==> config.mk <==
export PLATFORM = sky130hd
export DESIGN_NAME = rollover_key_event_generator
export DESIGN_NICKNAME = d
export VERILOG_FILES = /design/src/rtl/rkeg_pkg.sv /design/src/rtl/rkeg_front.sv /design/src/rtl/rkeg_queue.sv /design/src/rtl/rkeg_back.sv /design/src/rtl/rollover_key_event_generator.sv
export SDC_FILE = /design/constraint.sdc
export NUM_CORES = 1
export LEC_CHECK = 0
export BUFFER_PORTS_ARGS = -buffer_cell sky130_fd_sc_hd__buf_2
export CAP_MARGIN = 10
export CORE_MARGIN = 5
export CORE_UTILIZATION = 40
export DETAILED_ROUTE_END_ITERATION = 8
export SETUP_SLACK_MARGIN = 0.15
export SLEW_MARGIN = 20
export SYNTH_ARGS = -nofsm -noshare
export SYNTH_HDL_FRONTEND = slang
export SYNTH_SLANG_ARGS = --single-unit
==> constraint.sdc <==
create_clock -name clk -period 5.7 [get_ports clk]
set_input_delay 1.14 -clock clk [delete_from_list [all_inputs] [get_ports clk]]
set_output_delay 1.14 -clock clk [all_outputs]
set_load 0.02 [all_outputs]
==> src/rtl/rkeg_pkg.sv <==
`timescale 1ns / 1ps
// ----------------------------------------------------------------------------
// rkeg_pkg
// shared constants, types and the scan-code translation rom
// ----------------------------------------------------------------------------
package rkeg_pkg;

  localparam int KEY_SLOTS  = 3;
  localparam int CODE_W     = 8;
  localparam int KEY_W      = 7;
  localparam int QDEPTH     = 2;
  localparam int QPTR_W     = $clog2(QDEPTH);
  localparam int QCNT_W     = $clog2(QDEPTH + 1);

  typedef enum logic [1:0] {
    KIND_RELEASE = 2'd0,
    KIND_PRESS   = 2'd1,
    KIND_SYNC    = 2'd2
  } rkeg_kind_t;

  typedef logic [KEY_SLOTS-1:0][CODE_W-1:0] rkeg_codes_t;

  // one classified tick
  typedef struct packed {
    logic [KEY_SLOTS-1:0] rel;
    logic [KEY_SLOTS-1:0] prs;
    rkeg_codes_t          prev_code;
    rkeg_codes_t          cur_code;
  } rkeg_rec_t;

  function automatic logic [KEY_W-1:0] rkeg_key_rom(input logic [CODE_W-1:0] code);
    logic [KEY_W-1:0] rom;
    case (code)
      8'd6:   rom = 7'd102;  8'd7:   rom = 7'd107;  8'd8:   rom = 7'd104;
      8'd9:   rom = 7'd109;  8'd10:  rom = 7'd70;
      8'd16:  rom = 7'd30;   8'd17:  rom = 7'd48;   8'd18:  rom = 7'd46;
      8'd19:  rom = 7'd32;   8'd20:  rom = 7'd18;   8'd21:  rom = 7'd33;
      8'd22:  rom = 7'd34;   8'd23:  rom = 7'd35;   8'd24:  rom = 7'd23;
      8'd25:  rom = 7'd36;   8'd26:  rom = 7'd37;   8'd27:  rom = 7'd38;
      8'd28:  rom = 7'd50;   8'd29:  rom = 7'd49;   8'd30:  rom = 7'd24;
      8'd31:  rom = 7'd25;
      8'd32:  rom = 7'd16;   8'd33:  rom = 7'd19;   8'd34:  rom = 7'd31;
      8'd35:  rom = 7'd20;   8'd36:  rom = 7'd22;   8'd37:  rom = 7'd47;
      8'd38:  rom = 7'd17;   8'd39:  rom = 7'd45;   8'd40:  rom = 7'd21;
      8'd41:  rom = 7'd44;   8'd42:  rom = 7'd2;    8'd43:  rom = 7'd3;
      8'd44:  rom = 7'd4;    8'd45:  rom = 7'd5;    8'd46:  rom = 7'd6;
      8'd47:  rom = 7'd7;
      8'd48:  rom = 7'd8;    8'd49:  rom = 7'd9;    8'd50:  rom = 7'd10;
      8'd51:  rom = 7'd11;   8'd52:  rom = 7'd12;   8'd53:  rom = 7'd13;
      8'd54:  rom = 7'd43;   8'd55:  rom = 7'd40;   8'd56:  rom = 7'd26;
      8'd57:  rom = 7'd39;   8'd58:  rom = 7'd40;   8'd59:  rom = 7'd27;
      8'd60:  rom = 7'd51;   8'd61:  rom = 7'd52;   8'd62:  rom = 7'd53;
      8'd63:  rom = 7'd43;
      8'd64:  rom = 7'd59;   8'd65:  rom = 7'd60;   8'd66:  rom = 7'd61;
      8'd67:  rom = 7'd62;   8'd68:  rom = 7'd63;   8'd69:  rom = 7'd64;
      8'd70:  rom = 7'd65;   8'd71:  rom = 7'd66;   8'd72:  rom = 7'd67;
      8'd73:  rom = 7'd68;   8'd74:  rom = 7'd87;   8'd75:  rom = 7'd88;
      8'd76:  rom = 7'd1;    8'd77:  rom = 7'd110;  8'd78:  rom = 7'd111;
      8'd79:  rom = 7'd41;
      8'd80:  rom = 7'd14;   8'd81:  rom = 7'd15;   8'd83:  rom = 7'd58;
      8'd84:  rom = 7'd42;   8'd85:  rom = 7'd54;   8'd86:  rom = 7'd29;
      8'd87:  rom = 7'd56;   8'd89:  rom = 7'd57;   8'd92:  rom = 7'd105;
      8'd93:  rom = 7'd108;  8'd94:  rom = 7'd103;  8'd95:  rom = 7'd106;
      8'd97:  rom = 7'd28;   8'd100: rom = 7'd39;   8'd101: rom = 7'd78;
      8'd106: rom = 7'd69;
      8'd171: rom = 7'd69;   8'd174: rom = 7'd70;
      default: rom = '0;
    endcase
    return rom;
  endfunction

endpackage

==> src/rtl/rkeg_front.sv <==
`timescale 1ns / 1ps
// ----------------------------------------------------------------------------
// rkeg_front
// accepts a tick, finds released and pressed slots, keeps the previous codes
// ----------------------------------------------------------------------------
module rkeg_front (
  input  logic                clk,
  input  logic                rst_n,
  input  logic                in_valid,
  output logic                in_ready,
  input  rkeg_pkg::rkeg_codes_t in_codes,
  input  logic                q_full,
  output logic                q_push,
  output rkeg_pkg::rkeg_rec_t q_rec
);
  import rkeg_pkg::*;

  rkeg_codes_t prev_r;
  rkeg_codes_t prev_nxt;

  assign in_ready = !q_full;
  assign q_push   = in_valid && in_ready;
  assign prev_nxt = q_push ? in_codes : prev_r;

  always_comb begin
    logic held;
    q_rec.prev_code = prev_r;
    q_rec.cur_code  = in_codes;
    for (int i = 0; i < KEY_SLOTS; i++) begin
      held = 1'b0;
      for (int j = 0; j < KEY_SLOTS; j++) begin
        if (in_codes[j] == prev_r[i]) begin
          held = 1'b1;
        end
      end
      q_rec.rel[i] = (prev_r[i] != '0) && !held;
      q_rec.prs[i] = (in_codes[i] != '0);
    end
  end

  always_ff @(posedge clk) begin
    if (!rst_n) begin
      prev_r <= '0;
    end else begin
      prev_r <= prev_nxt;
    end
  end

endmodule

==> src/rtl/rkeg_queue.sv <==
`timescale 1ns / 1ps
// ----------------------------------------------------------------------------
// rkeg_queue
// short fifo of classified ticks between front and back
// ----------------------------------------------------------------------------
module rkeg_queue (
  input  logic                clk,
  input  logic                rst_n,
  input  logic                push,
  input  rkeg_pkg::rkeg_rec_t push_rec,
  output logic                full,
  input  logic                pop,
  output logic                head_valid,
  output rkeg_pkg::rkeg_rec_t head_rec
);
  import rkeg_pkg::*;

  rkeg_rec_t           mem_r [QDEPTH];
  logic [QPTR_W-1:0]   wr_ptr_r, wr_ptr_nxt;
  logic [QPTR_W-1:0]   rd_ptr_r, rd_ptr_nxt;
  logic [QCNT_W-1:0]   count_r, count_nxt;

  assign full       = (count_r == QCNT_W'(QDEPTH));
  assign head_valid = (count_r != '0);
  assign head_rec   = mem_r[rd_ptr_r];

  always_comb begin
    wr_ptr_nxt = push ? wr_ptr_r + 1'b1 : wr_ptr_r;
    rd_ptr_nxt = pop ? rd_ptr_r + 1'b1 : rd_ptr_r;
    count_nxt  = count_r;
    if (push && !pop) begin
      count_nxt = count_r + 1'b1;
    end else if (pop && !push) begin
      count_nxt = count_r - 1'b1;
    end
  end

  always_ff @(posedge clk) begin
    if (!rst_n) begin
      wr_ptr_r <= '0;
      rd_ptr_r <= '0;
      count_r  <= '0;
    end else begin
      wr_ptr_r <= wr_ptr_nxt;
      rd_ptr_r <= rd_ptr_nxt;
      count_r  <= count_nxt;
    end
  end

  always_ff @(posedge clk) begin
    if (push) begin
      mem_r[wr_ptr_r] <= push_rec;
    end
  end

endmodule

==> src/rtl/rkeg_back.sv <==
`timescale 1ns / 1ps
// ----------------------------------------------------------------------------
// rkeg_back
// walks one tick: releases, then presses, then sync, through an output register
// ----------------------------------------------------------------------------
module rkeg_back (
  input  logic                 clk,
  input  logic                 rst_n,
  input  logic                 q_valid,
  input  rkeg_pkg::rkeg_rec_t  q_rec,
  output logic                 q_pop,
  output logic                 out_valid,
  input  logic                 out_ready,
  output logic [rkeg_pkg::KEY_W-1:0] out_code,
  output rkeg_pkg::rkeg_kind_t out_kind,
  output logic                 out_last
);
  import rkeg_pkg::*;

  logic                 busy_r, busy_nxt;
  logic [KEY_SLOTS-1:0] rel_r, rel_nxt;
  logic [KEY_SLOTS-1:0] prs_r, prs_nxt;
  rkeg_codes_t          prev_code_r, prev_code_nxt;
  rkeg_codes_t          cur_code_r, cur_code_nxt;
  logic                 out_valid_r, out_valid_nxt;
  logic [KEY_W-1:0]     out_code_r, out_code_nxt;
  rkeg_kind_t           out_kind_r, out_kind_nxt;
  logic                 out_last_r, out_last_nxt;

  logic                 advance, emit, last_ev, load, rel_any, prs_any;
  logic [KEY_SLOTS-1:0] rel_first, prs_first;
  logic [CODE_W-1:0]    ev_code;
  rkeg_kind_t           ev_kind;

  assign rel_any   = |rel_r;
  assign prs_any   = |prs_r;
  assign rel_first = rel_r & (~rel_r + 1'b1);
  assign prs_first = rel_any ? '0 : (prs_r & (~prs_r + 1'b1));
  assign advance   = !out_valid_r || out_ready;
  assign emit      = busy_r && advance;
  assign last_ev   = emit && !rel_any && !prs_any;
  assign load      = (!busy_r || last_ev) && q_valid;
  assign q_pop     = load;

  always_comb begin
    ev_code = '0;
    for (int i = 0; i < KEY_SLOTS; i++) begin
      ev_code = ev_code | ({CODE_W{rel_first[i]}} & prev_code_r[i])
                        | ({CODE_W{prs_first[i]}} & cur_code_r[i]);
    end
    priority if (rel_any) begin
      ev_kind = KIND_RELEASE;
    end else if (prs_any) begin
      ev_kind = KIND_PRESS;
    end else begin
      ev_kind = KIND_SYNC;
    end
  end

  always_comb begin
    busy_nxt      = busy_r;
    rel_nxt       = rel_r;
    prs_nxt       = prs_r;
    prev_code_nxt = prev_code_r;
    cur_code_nxt  = cur_code_r;
    if (emit) begin
      rel_nxt = rel_r & ~rel_first;
      prs_nxt = prs_r & ~prs_first;
    end
    if (last_ev) begin
      busy_nxt = 1'b0;
    end
    if (load) begin
      busy_nxt      = 1'b1;
      rel_nxt       = q_rec.rel;
      prs_nxt       = q_rec.prs;
      prev_code_nxt = q_rec.prev_code;
      cur_code_nxt  = q_rec.cur_code;
    end
    out_valid_nxt = emit ? 1'b1 : (out_ready ? 1'b0 : out_valid_r);
    out_code_nxt  = emit ? rkeg_key_rom(ev_code) : out_code_r;
    out_kind_nxt  = emit ? ev_kind : out_kind_r;
    out_last_nxt  = emit ? (ev_kind == KIND_SYNC) : out_last_r;
  end

  always_ff @(posedge clk) begin
    if (!rst_n) begin
      busy_r      <= 1'b0;
      out_valid_r <= 1'b0;
    end else begin
      busy_r      <= busy_nxt;
      out_valid_r <= out_valid_nxt;
    end
  end

  always_ff @(posedge clk) begin
    rel_r       <= rel_nxt;
    prs_r       <= prs_nxt;
    prev_code_r <= prev_code_nxt;
    cur_code_r  <= cur_code_nxt;
    out_code_r  <= out_code_nxt;
    out_kind_r  <= out_kind_nxt;
    out_last_r  <= out_last_nxt;
  end

  assign out_valid = out_valid_r;
  assign out_code  = out_code_r;
  assign out_kind  = out_kind_r;
  assign out_last  = out_last_r;

endmodule

==> src/rtl/rollover_key_event_generator.sv <==
`timescale 1ns / 1ps
// ----------------------------------------------------------------------------
// rollover_key_event_generator
// turns polled rollover scan-code reports into release/press/sync key events
// ----------------------------------------------------------------------------
// input channel: one request per poll tick carrying three scan-code slots
// (0 = empty). output channel: a run of key events per request, releases of
// keys gone since the last tick in slot order, then a press for every
// occupied slot in slot order, then a sync event with tlast set.
// with the queue empty, an accepted tick is written to the queue, loaded into
// the sequencer registers, and its first event then leaves from the output
// register. a tick with r releases and p presses gives r + p + 1 events
// (1 to 7) on the single output port. a 2-entry tick queue sits between the
// classifier and the event sequencer, so ticks are accepted back to back
// while earlier ticks are still being emitted, until the queue fills.
// reset clears the previous-code store to all empty, the queue and the
// output valid flag. while the receiver stalls, the output register holds its
// event, the sequencer waits, and in_tready drops once the queue is full.
// ----------------------------------------------------------------------------
module rollover_key_event_generator (
  input  logic        clk,
  input  logic        rst_n,
  input  logic        in_tvalid,
  output logic        in_tready,
  input  logic [23:0] in_tdata,   // slot_a_code, slot_b_code, slot_c_code
  output logic        out_tvalid,
  input  logic        out_tready,
  output logic [7:0]  out_tdata,  // key_code, zero pad
  output logic [1:0]  out_tuser,  // event_kind
  output logic        out_tlast
);
  import rkeg_pkg::*;

  rkeg_codes_t      in_codes;
  rkeg_rec_t        push_rec, head_rec;
  logic             q_push, q_full, q_pop, q_valid;
  logic [KEY_W-1:0] out_code;
  rkeg_kind_t       out_kind;

  always_comb begin
    in_codes = '0;
    in_codes[0] = in_tdata[7:0];
    if (KEY_SLOTS > 1) in_codes[1] = in_tdata[15:8];
    if (KEY_SLOTS > 2) in_codes[2] = in_tdata[23:16];
  end

  rkeg_front u_front (
    .clk      (clk),
    .rst_n    (rst_n),
    .in_valid (in_tvalid),
    .in_ready (in_tready),
    .in_codes (in_codes),
    .q_full   (q_full),
    .q_push   (q_push),
    .q_rec    (push_rec)
  );

  rkeg_queue u_queue (
    .clk        (clk),
    .rst_n      (rst_n),
    .push       (q_push),
    .push_rec   (push_rec),
    .full       (q_full),
    .pop        (q_pop),
    .head_valid (q_valid),
    .head_rec   (head_rec)
  );

  rkeg_back u_back (
    .clk       (clk),
    .rst_n     (rst_n),
    .q_valid   (q_valid),
    .q_rec     (head_rec),
    .q_pop     (q_pop),
    .out_valid (out_tvalid),
    .out_ready (out_tready),
    .out_code  (out_code),
    .out_kind  (out_kind),
    .out_last  (out_tlast)
  );

  assign out_tdata = {1'b0, out_code};
  assign out_tuser = out_kind;

endmodule

# Word-level counts from Yosys, hierarchy flattened
# Memory sizes are Yosys's and may differ from the RTL's. A register that Yosys moved wholly into a read port is not among the register bits.
# Cells that the tools add are included.
# classes
addsub	6
n_eq_ne	11
n_mux	26
n_bitwise	19
reduce_logical	35
# op_table
operator	n
equality test 8 bit	9
AND 8 bit	6
nonzero test 8 bit	6
OR 8 bit	5
2-to-1 mux 1 bit	17
2-to-1 mux 3 bit	5
AND 3 bit	4
inverter 3 bit	4
logical AND 1 bit	10
logical NOT 1 bit	10
nonzero test 2 bit	5
2-to-1 mux 2 bit	4
adder 3 x 1 -> 3 bit (second input constant)	2
OR reduction 3 bit	2
equality test 2 bit (second input constant)	2
adder 1 bit (second input constant)	2
adder 2 x 1 -> 2 bit (second input constant)	1
logical OR 1 bit	2
subtractor 2 x 1 -> 2 bit (second input constant)	1
# totals
regBits	87
ram_bits	108
rom_bits	1792
wordCells	117
memories	2
# mem_list
name	words	word_bits	rd	rd_ports_with_merged_regs	write_ports	line	rtl
(name not given)	256	7	1	1	0	rkeg_pkg.sv:33	case (code)
u_queue.mem_r	2	54	1	1	1	rkeg_queue.sv:18	rkeg_rec_t mem_r [QDEPTH];

# Logic depth before layout (Yosys ltp)
# Gate-level depths: netlist of run 1.
# logic_depth
depth_word	10
depth_mapped	13
mapped_depth_nobuf	11

# Cells and area by module
# Synthesis of run 1 repeated with hierarchy kept, for this count alone.
# unflattened
hier_cells	866
hier_area_um2	10521.3
# modules_own_cells
module	n_inst	cells_per_inst	area_per_inst_um2	seq_area_each_um2
rkeg_queue	1	190	4134.0	3343.2
rkeg_back	1	377	4007.6	1931.9
rkeg_front	1	297	2368.5	480.5
rollover_key_event_generator	1	2	11.3	0.0

# Worst setup path after synthesis of run 1
# OpenSTA, ideal clock, no wires.
# synth_path
kind	input-to-reg
start	input port in_tvalid
end	memory u_queue.mem_r[0][0] in the netlist's numbering, enable pin
setup_time_ns	0.468
arrival_ns	3.619
t_required_ns	5.232
slack_ns	1.614
cell_stages	2
path_cell_list	nand2_1 > nor2_1
# synth_via
elab_chain_len	3
# synth_lines
element	line	rtl
start, declared	rollover_key_event_generator.sv:23	input logic in_tvalid,
logical AND 1 bit	rkeg_front.sv:22	assign q_push = in_valid && in_ready;
2-to-1 mux 1 bit	rkeg_queue.sv:51	if (push) begin
2-to-1 mux 1 bit (implied by the code)	rkeg_queue.sv:52	mem_r[wr_ptr_r] <= push_rec;
end, declared	rkeg_queue.sv:18	
# No other way between the ends.

# Final worst setup path of run 1
# layout_path
start	register u_back.rel_r[0]
end	register u_back.out_code_r[1], in the netlist u_back.out_code[1], data pin
# layout_via
elab_chain_len	9
word_cells_on_any_way	16
classes_between	add/sub: 1; mux: 1; bitwise: 13; reduce/logical: 1
# layout_lines
element	line	rtl
start, declared	rkeg_back.sv:21	logic [KEY_SLOTS-1:0] rel_r, rel_nxt;
start signal, assigned	rkeg_back.sv:97	rel_r <= rel_nxt;
inverter 3 bit	rkeg_back.sv:37	assign rel_first = rel_r & (~rel_r + 1'b1);
adder 3 x 1 -> 3 bit	rkeg_back.sv:37	
AND 3 bit	rkeg_back.sv:37	
AND 8 bit	rkeg_back.sv:48	ev_code = ev_code | ({CODE_W{rel_first[i]}} & prev_code_r[i])
OR 8 bit	rkeg_back.sv:49	| ({CODE_W{prs_first[i]}} & cur_code_r[i]);
OR 8 bit	rkeg_back.sv:48	
OR 8 bit	rkeg_back.sv:49	
OR 8 bit	rkeg_back.sv:48	
OR 8 bit *	rkeg_back.sv:49	
end, declared	rkeg_back.sv:26	logic [KEY_W-1:0] out_code_r, out_code_nxt;
# Every way passes the cells marked *; elsewhere a longest branch is shown, timed or not.
# A chain may end at the register's enable or synchronous reset.

==> results.rst, run 1 <==
.. list-table::
   :header-rows: 1

   * - Metric
     - Value
   * - TritonCTS buffer count
     - 23
   * - Unrepaired setup endpoints after global routing
     - no
   * - Worst min path class
     - reg -> reg
   * - Number of buffers added on ports
     - 39
   * - Start-to-end type of the worst setup path
     - reg -> reg
   * - # rows
     - 57
   * - Clock sink count
     - 202
   * - Ratio of cells with drive above 1 in the final layout
     - 18.2%
   * - Synth async-reset ratio
     - 0%
   * - Count of fill cells added during filler insertion
     - 2241
   * - Fmax achieved
     - 257 MHz
   * - Final std cells w/o fill
     - 1148
   * - Critical Path Fanout Max
     - 16
   * - Library cell contributing the largest single delay on the critical path
     - sky130_fd_sc_hd__or4_1
   * - CTS Root Cell
     - sky130_fd_sc_hd__clkbuf_16
   * - Number of global-route vias before repair
     - 6333
   * - Post-synth net total
     - 867
   * - I/O Pins
     - 41
   * - Startpoint Class
     - flop
   * - Number of routed nets with antenna violations
     - 0
   * - Peak supply drop
     - ~280 uV
   * - Number of hold violations in the final report
     - 0
   * - Required time of the critical path
     - 5.94 ns
   * - Post-DR wirelength/cell
     - ~22 um
   * - Mapped cell area
     - 0.00988 mm^2
   * - Net switching component of the power
     - 2760 uW
   * - Arr. time, crit path
     - 4.13 ns
   * - Total power divided by cell area
     - 625 mW/mm^2
   * - H-tree depth
     - 1
   * - Least-Margin Pin Slew
     - 1.05 ns
   * - Count of synthesis-stage warnings from yosys
     - 0
   * - Register-to-register setup slack
     - 1.81 ns
   * - Number of distinct library cells after synthesis
     - 73
   * - Part of the total power dissipated in sequential elements
     - 34.4%
   * - Violation count after the first detailed-routing iteration
     - 703
   * - Post-synthesis to final-layout area growth
     - 10.4%
   * - Area fraction in compound gates after synthesis
     - between 10% and 20%
   * - Share of the clock period used by the worst path
     - 68.2%
   * - Dominant combinational cell family by area after synthesis
     - compound AO/OA/AOI/OAI gates
   * - Ratio of routed vias to standard cells
     - between 5 and 6
   * - Max-Cap Viols
     - 0
   * - Sum of overflow across all layers after global routing
     - 0
   * - Longest individual stage delay on the worst path
     - 0.76 ns
   * - Number of enable flip-flop cells after synthesis
     - 171
   * - Initial core utilization
     - between 40% and 50%
   * - Buffers inserted by post-CTS timing repair
     - 0
   * - Type of element capturing the critical path
     - flop
   * - Pre-antenna DRT Iters
     - 5
   * - Summed negative setup slack over all endpoints
     - 0 ns
   * - Register area share after synthesis
     - 58.2%
   * - DP Cell Count
     - 1107
   * - Final Critical Period
     - 3.89 ns
   * - Leak pwr
     - around 0.0035 uW
   * - Final worst clock skew
     - 0.0114 ns
   * - Final WL
     - between 20000 and 25000 um
   * - Post-cts hold buffer count
     - 0
   * - DRC viols
     - 0
   * - Total Routing Usage GR
     - 17.3%
   * - Cell-internal power
     - between 4000 and 5000 uW
   * - Number of max-slew violations in the final report
     - 0
   * - Finish-stage setup viols
     - 0
   * - Fraction of power spent switching nets
     - 40.4%
   * - Wire length of the first global-routing pass
     - 38200 um
   * - Buffer depth of the longest clock path
     - 3
   * - Number of standard cells after synthesis
     - 828
   * - Relative slew slack
     - a little under a third
   * - Largest net degree at the start of global routing
     - 56
   * - Clock latency of the later-clocked register in the worst-skew pair
     - 0.50 ns
   * - X dimension of the die
     - between 150 and 200 um
   * - Seq cells post-synth
     - 202
   * - Chain of cells forming the critical path
     - or4_1, a21oi_1, a31o_2, ha_1, a21oi_1, a21oi_1, mux4_2, a2111oi_4, a211oi_2
   * - Routability Congestion
     - around 0.87
   * - Result of the run
     - complete, no violations
   * - Die area
     - 0.0279 mm^2
   * - Gates resized, CTS repair
     - 0
   * - Final HPWL DP
     - roughly 17000 um
   * - Clock power share
     - between 20% and 30%
   * - Vertical die dimension
     - ~170 um
   * - Most used flip-flop cell after synthesis
     - sky130_fd_sc_hd__edfxtp_1
   * - Mux contribution to synthesized area
     - 6.61%
   * - Post-CTS clock slew at the launch and capture registers of the worst setup and hold paths
     - 0.06 ns
   * - Simple-gate area share of the yosys netlist
     - a little over a tenth
   * - Mean cell area of the mapped netlist
     - 11.9 um^2
   * - Placeable core region
     - 0.0243 mm^2
   * - Vias after detailed routing
     - ~6400
   * - Synthesized-area fraction occupied by adder cells
     - 1.39%
   * - TritonCTS clock tree
     - built
   * - Cell seen most often among critical-path stages
     - sky130_fd_sc_hd__a21oi_1
   * - Antenna violations before repair
     - 0
   * - Number of antenna repair diodes
     - 0
   * - Xor/xnor share of the synthesized area
     - a little under 7%
   * - Logic pwr share
     - 44.5%
   * - Final-stage net count
     - 847
[worst max-delay path: cells and delay by family, from the launching register on]
kind                       cells  cell delay, ns
AOI/OAI and AO/OA              6            1.37
and+or+nand+nor                1            0.76
adders and majority gates      1            0.39
DFF                            1            0.59
muxes                          1            0.52
[registers in the layout, summed over array words and instances, names as in the netlist, named ones only]
name	count
u_back.out_valid	1
u_queue.rd_ptr_r	1
u_back.out_kind	1
u_back.out_last	1
u_front.q_rec	24
u_back.prev_code_r	24
u_back.prs_r	3
u_back.busy_r	1
u_back.rel_r	3
u_back.cur_code_r	24
u_back.out_code	7
u_queue.wr_ptr_r	1
u_queue.mem_r	108
u_queue.count_r	2
[kinds of logic after synthesis]
group | Yosys count
xor+xnor | 77
simple gates | 215
buf+inv | 106
other cells | 1
mux | 58
fa+ha+maj | 11
flops | 202
compound gates | 158
[final timing paths]
check | start | end | cells past startpoint
min | u_back.busy_r | u_back.out_valid | 1
min reg2reg | u_back.busy_r | u_back.out_valid | 1
max reg2reg | u_back.rel_r[0] | u_back.out_code[1] | 9
max | u_back.rel_r[0] | u_back.out_code[1] | 9
[cell type report]
type                            instances  area (um^2)  area share, %
Clock buffer                           29          598           5.48
Tap cell                              324          405           3.72
Multi-Input combinational cell        520         3700           33.9
Clock inverter                         12          139           1.27
Sequential cell                       202         5760           52.8
Timing Repair Buffer                   48          263           2.41
Inverter                               13         48.8          0.447
[cells in the mapped netlist, types with 11 or more instances]
library cell	n	area [um^2]
sky130_fd_sc_hd__edfxtp_1	171	5130
sky130_fd_sc_hd__nand2_1	96	360
sky130_fd_sc_hd__xnor2_1	76	666
sky130_fd_sc_hd__clkbuf_1	71	267
sky130_fd_sc_hd__mux2_2	48	541
sky130_fd_sc_hd__a21oi_1	35	175
sky130_fd_sc_hd__dfxtp_1	31	621
sky130_fd_sc_hd__a21boi_0	26	195
sky130_fd_sc_hd__nand3_1	20	100
sky130_fd_sc_hd__nand4_1	19	119
sky130_fd_sc_hd__o21ai_0	18	90.1
sky130_fd_sc_hd__nor2_1	16	60.1
sky130_fd_sc_hd__nand3b_1	13	97.6
sky130_fd_sc_hd__nor4_1	13	81.3
sky130_fd_sc_hd__ha_1	11	138
[metrics by stage]
| step | hold WS [ns] | utilization [%] | power (uW) | setup WS, ns | area (um^2) |
|---|---|---|---|---|---|
| after floorplan | 0.424 | - | 4590 | 1.61 | 9880 |
| after detailed placement | 0.518 | 41.8 | 5370 | 1.85 | 10200 |
| after global routing | 0.533 | 44.9 | 7200 | 1.57 | 10900 |
| after global placement | 0.522 | 41.8 | 5420 | 1.93 | 10200 |
| after CTS | 0.526 | 44.9 | 6820 | 1.85 | 10900 |
| final | 0.503 | 44.9 | 6820 | 1.81 | 10900 |
[layout by cell type (no fill, tap or decap), drive strengths merged, types with 8 or more instances in the layout]
cell and instances:
buf 48, edfxtp 171, xnor2 76, nand3 20
mux2i 9, nor4 14, inv 12, ha 11
dfxtp 31, a211oi 11, mux2 48, a21boi 26
clkbuf 29, nor2 16, a21oi 36, o21ai 18
nand3b 13, nand2b 8, nand4 19, nand2 96
[power by group through the flow]
stage	Sequential (uW)	Clock (uW)	Combinational (uW)
3_3_place_gp	2370	0	3040
2_1_floorplan	2260	0	2330
4_1_cts	2350	1470	3000
6_report	2350	1440	3040
5_1_grt	2380	1540	3280
3_5_place_dp	2380	0	2990
[per-layer routing]
| layer | GRT usage, % | wire length [um] |
|---|---|---|
| met2 | 29.1 | 11900 |
| met4 | 4.73 | 653 |
| met3 | 2.52 | 1310 |
| met1 | 23.7 | 10900 |
| met5 | 0 | 0 |
Power figures use the tool's default switching activity.
==> inputs of run 2 (changes only) <==
Clock period 5.7 ns to 3.5 ns, I/O delays scaled along.
==> run 2 against run 1 <==
Against the previous run:
- global-route usage is 0.51 points higher
- sequential share of layout area is 1.4 points lower
- clock power is 70% higher
- sequential power is 62% higher
- register-to-register slack worse by 1.5 ns
- sequential cell count stayed put
- routed wire length is 1.8% higher
- non-clock buffer count is 30 higher
- power is 71% higher
==> results.rst, run 2 (same netlist as run 1, synthesis figures left out) <==
.. list-table::
   :header-rows: 1

   * - Metric
     - Value
   * - Number of hold violations in the final report
     - 0
   * - Initial core utilization
     - between 40% and 50%
   * - Final worst clock skew
     - 0.0131 ns
   * - Number of antenna repair diodes
     - 0
   * - Least-Margin Pin Slew
     - 1.12 ns
   * - Post-layout worst setup margin
     - approximately 0.28 ns
   * - Result of the run
     - complete, no violations
   * - Finish-stage setup viols
     - 0
   * - Post-CTS clock slew at the launch and capture registers of the worst setup and hold paths
     - 0.06 ns
   * - Fmax achieved
     - between 300 and 400 MHz
   * - Final Hold Slack
     - 0.499 ns
   * - Buffer depth of the longest clock path
     - 3
   * - Fraction of power spent switching nets
     - 40.0%
   * - I/O Pins
     - 41
   * - Startpoint Class
     - flop
   * - H-tree depth
     - 1
   * - TritonCTS clock tree
     - built
   * - Net switching component of the power
     - approximately 4700 uW
   * - Cell-internal power
     - around 7000 uW
   * - Clock power share
     - between 20% and 30%
   * - Share of the clock period used by the worst path
     - around 92%
   * - X dimension of the die
     - 167 um
   * - Clock latency of the later-clocked register in the worst-skew pair
     - ~0.53 ns
   * - Relative slew slack
     - between 20% and 30%
   * - DRC viols
     - 0
   * - Number of buffers added on ports
     - 39
   * - Final-stage net count
     - approximately 900
   * - Placeable core region
     - 0.0243 mm^2
   * - Clock sink count
     - 202
   * - Logic pwr share
     - a little under half
   * - Antenna violations before repair
     - 0
   * - # rows
     - between 50 and 60
   * - Vias after detailed routing
     - 6603
   * - TritonCTS buffer count
     - 24
   * - Worst slack at placement
     - 0.233 ns
   * - Start-to-end type of the worst setup path
     - reg -> reg
   * - Number of max-slew violations in the final report
     - 0
   * - Worst min path class
     - reg -> reg
   * - Total Routing Usage GR
     - 17.8%
   * - Ratio of cells with drive above 1 in the final layout
     - 21.7%
   * - Routability Congestion
     - 0.914
   * - Post-synthesis to final-layout area growth
     - 13.5%
   * - Max-Cap Viols
     - 0
   * - Post-cts hold buffer count
     - 0
   * - CTS Root Cell
     - sky130_fd_sc_hd__clkbuf_16
   * - Unrepaired setup endpoints after global routing
     - yes
   * - Leading cell types in the layout, fill and taps excluded
     - 171 x sky130_fd_sc_hd__edfxtp_1, 96 x sky130_fd_sc_hd__nand2_1, 76 x sky130_fd_sc_hd__xnor2_1
   * - Cell count of the worst hold path
     - 1
   * - Power, Total
     - 11700 uW
   * - Final HPWL DP
     - roughly 17000 um
   * - Final Critical Period
     - roughly 3.2 ns
   * - Pre-antenna DRT Iters
     - 7
   * - Leak pwr
     - 0.00370 uW
   * - Arr. time, crit path
     - 3.49 ns
   * - Violation count after the first detailed-routing iteration
     - between 600 and 700
   * - Wire length of the first global-routing pass
     - 39200 um
   * - Required time of the critical path
     - 3.77 ns
   * - Worst-case reg-to-reg path depth
     - 10
   * - Final WL
     - ~25000 um
   * - Die area
     - 0.0279 mm^2
   * - Type of element capturing the critical path
     - flop
   * - Number of routed nets with antenna violations
     - 0
   * - Ratio of routed vias to standard cells
     - 5.60
   * - Post-DR wirelength/cell
     - 21.4 um
   * - Total power divided by cell area
     - 1040 mW/mm^2
   * - Largest net degree at the start of global routing
     - 56
   * - Sum of overflow across all layers after global routing
     - 0
   * - Summed negative setup slack over all endpoints
     - 0 ns
   * - Register-to-register setup slack
     - 0.28 ns
   * - Vertical die dimension
     - 167 um
   * - Number of global-route vias before repair
     - 6358
   * - Max reg flops
     - 108
   * - Critical Path Fanout Max
     - 13
   * - Final Core Density
     - 46.1%
   * - Peak supply drop
     - ~550 uV
   * - Part of the total power dissipated in sequential elements
     - about 33%
   * - Most frequent standard cell in the layout excluding fill and tap cells
     - sky130_fd_sc_hd__edfxtp_1
   * - Register ranked first by flip-flop count
     - u_queue.mem_r
run 2: final timing paths:
kind	startpoint	to
setup reg to reg	u_back.rel_r[0]	u_back.out_code[1]
hold / removal	u_back.busy_r	u_back.out_valid
hold reg to reg	u_back.busy_r	u_back.out_valid
setup / recovery	u_back.rel_r[0]	u_back.out_code[1]
run 2: cell type report:
cell class              count  area [um^2]
flip-flops and latches    202         5760
well taps                 324          405
inverters                  13         48.8
clock buffers              29          619
clock inverters            14          174
repair buffers             78          500
multi-input cells         520         3710
fillers                  2210        13100
run 2: metal layers:
layer	vias up	share of wire, %	track usage (%)
li1	3052	-	-
met2	264	48	29.6
met1	3236	43	25.1
met4	0	2.7	4.90
met3	51	6.2	2.07
met5	-	0	0
run 2: repair_timing:
| action | in CTS | in global routing |
|---|---|---|
| gates resized for setup | 0 | 4 |
| setup buffers | 0 | 4 |
| setup endpoints to repair | 0 | 2 |
run 2: power by group through the flow:
stage	registers (uW)	logic, uW	clock network, uW
2_1_floorplan	3670	3820	0
3_3_place_gp	3840	5390	0
3_5_place_dp	3850	5300	0
4_1_cts	3810	5320	2490
5_1_grt	3850	5900	2620
6_report	3800	5450	2450
run 2: critical path, cell delays in order, from the launching register on:
cell and delay [ns]:
sky130_fd_sc_hd__edfxtp_1 0.48, sky130_fd_sc_hd__or4_1 0.65, sky130_fd_sc_hd__a21oi_1 0.16, sky130_fd_sc_hd__a31o_2 0.16, sky130_fd_sc_hd__inv_2 0.12, sky130_fd_sc_hd__ha_1 0.27
sky130_fd_sc_hd__inv_1 0.09, sky130_fd_sc_hd__o21ai_0 0.09, sky130_fd_sc_hd__mux4_2 0.50, sky130_fd_sc_hd__a2111oi_4 0.39, sky130_fd_sc_hd__a211oi_2 0.05
run 2: metrics by stage:
stage	instance area, um^2	instances
3_5_place_dp	10400	1133
6_report	11200	1180
4_1_cts	11200	1176
5_1_grt	11200	1180
2_1_floorplan	9890	828
3_3_place_gp	10400	1133
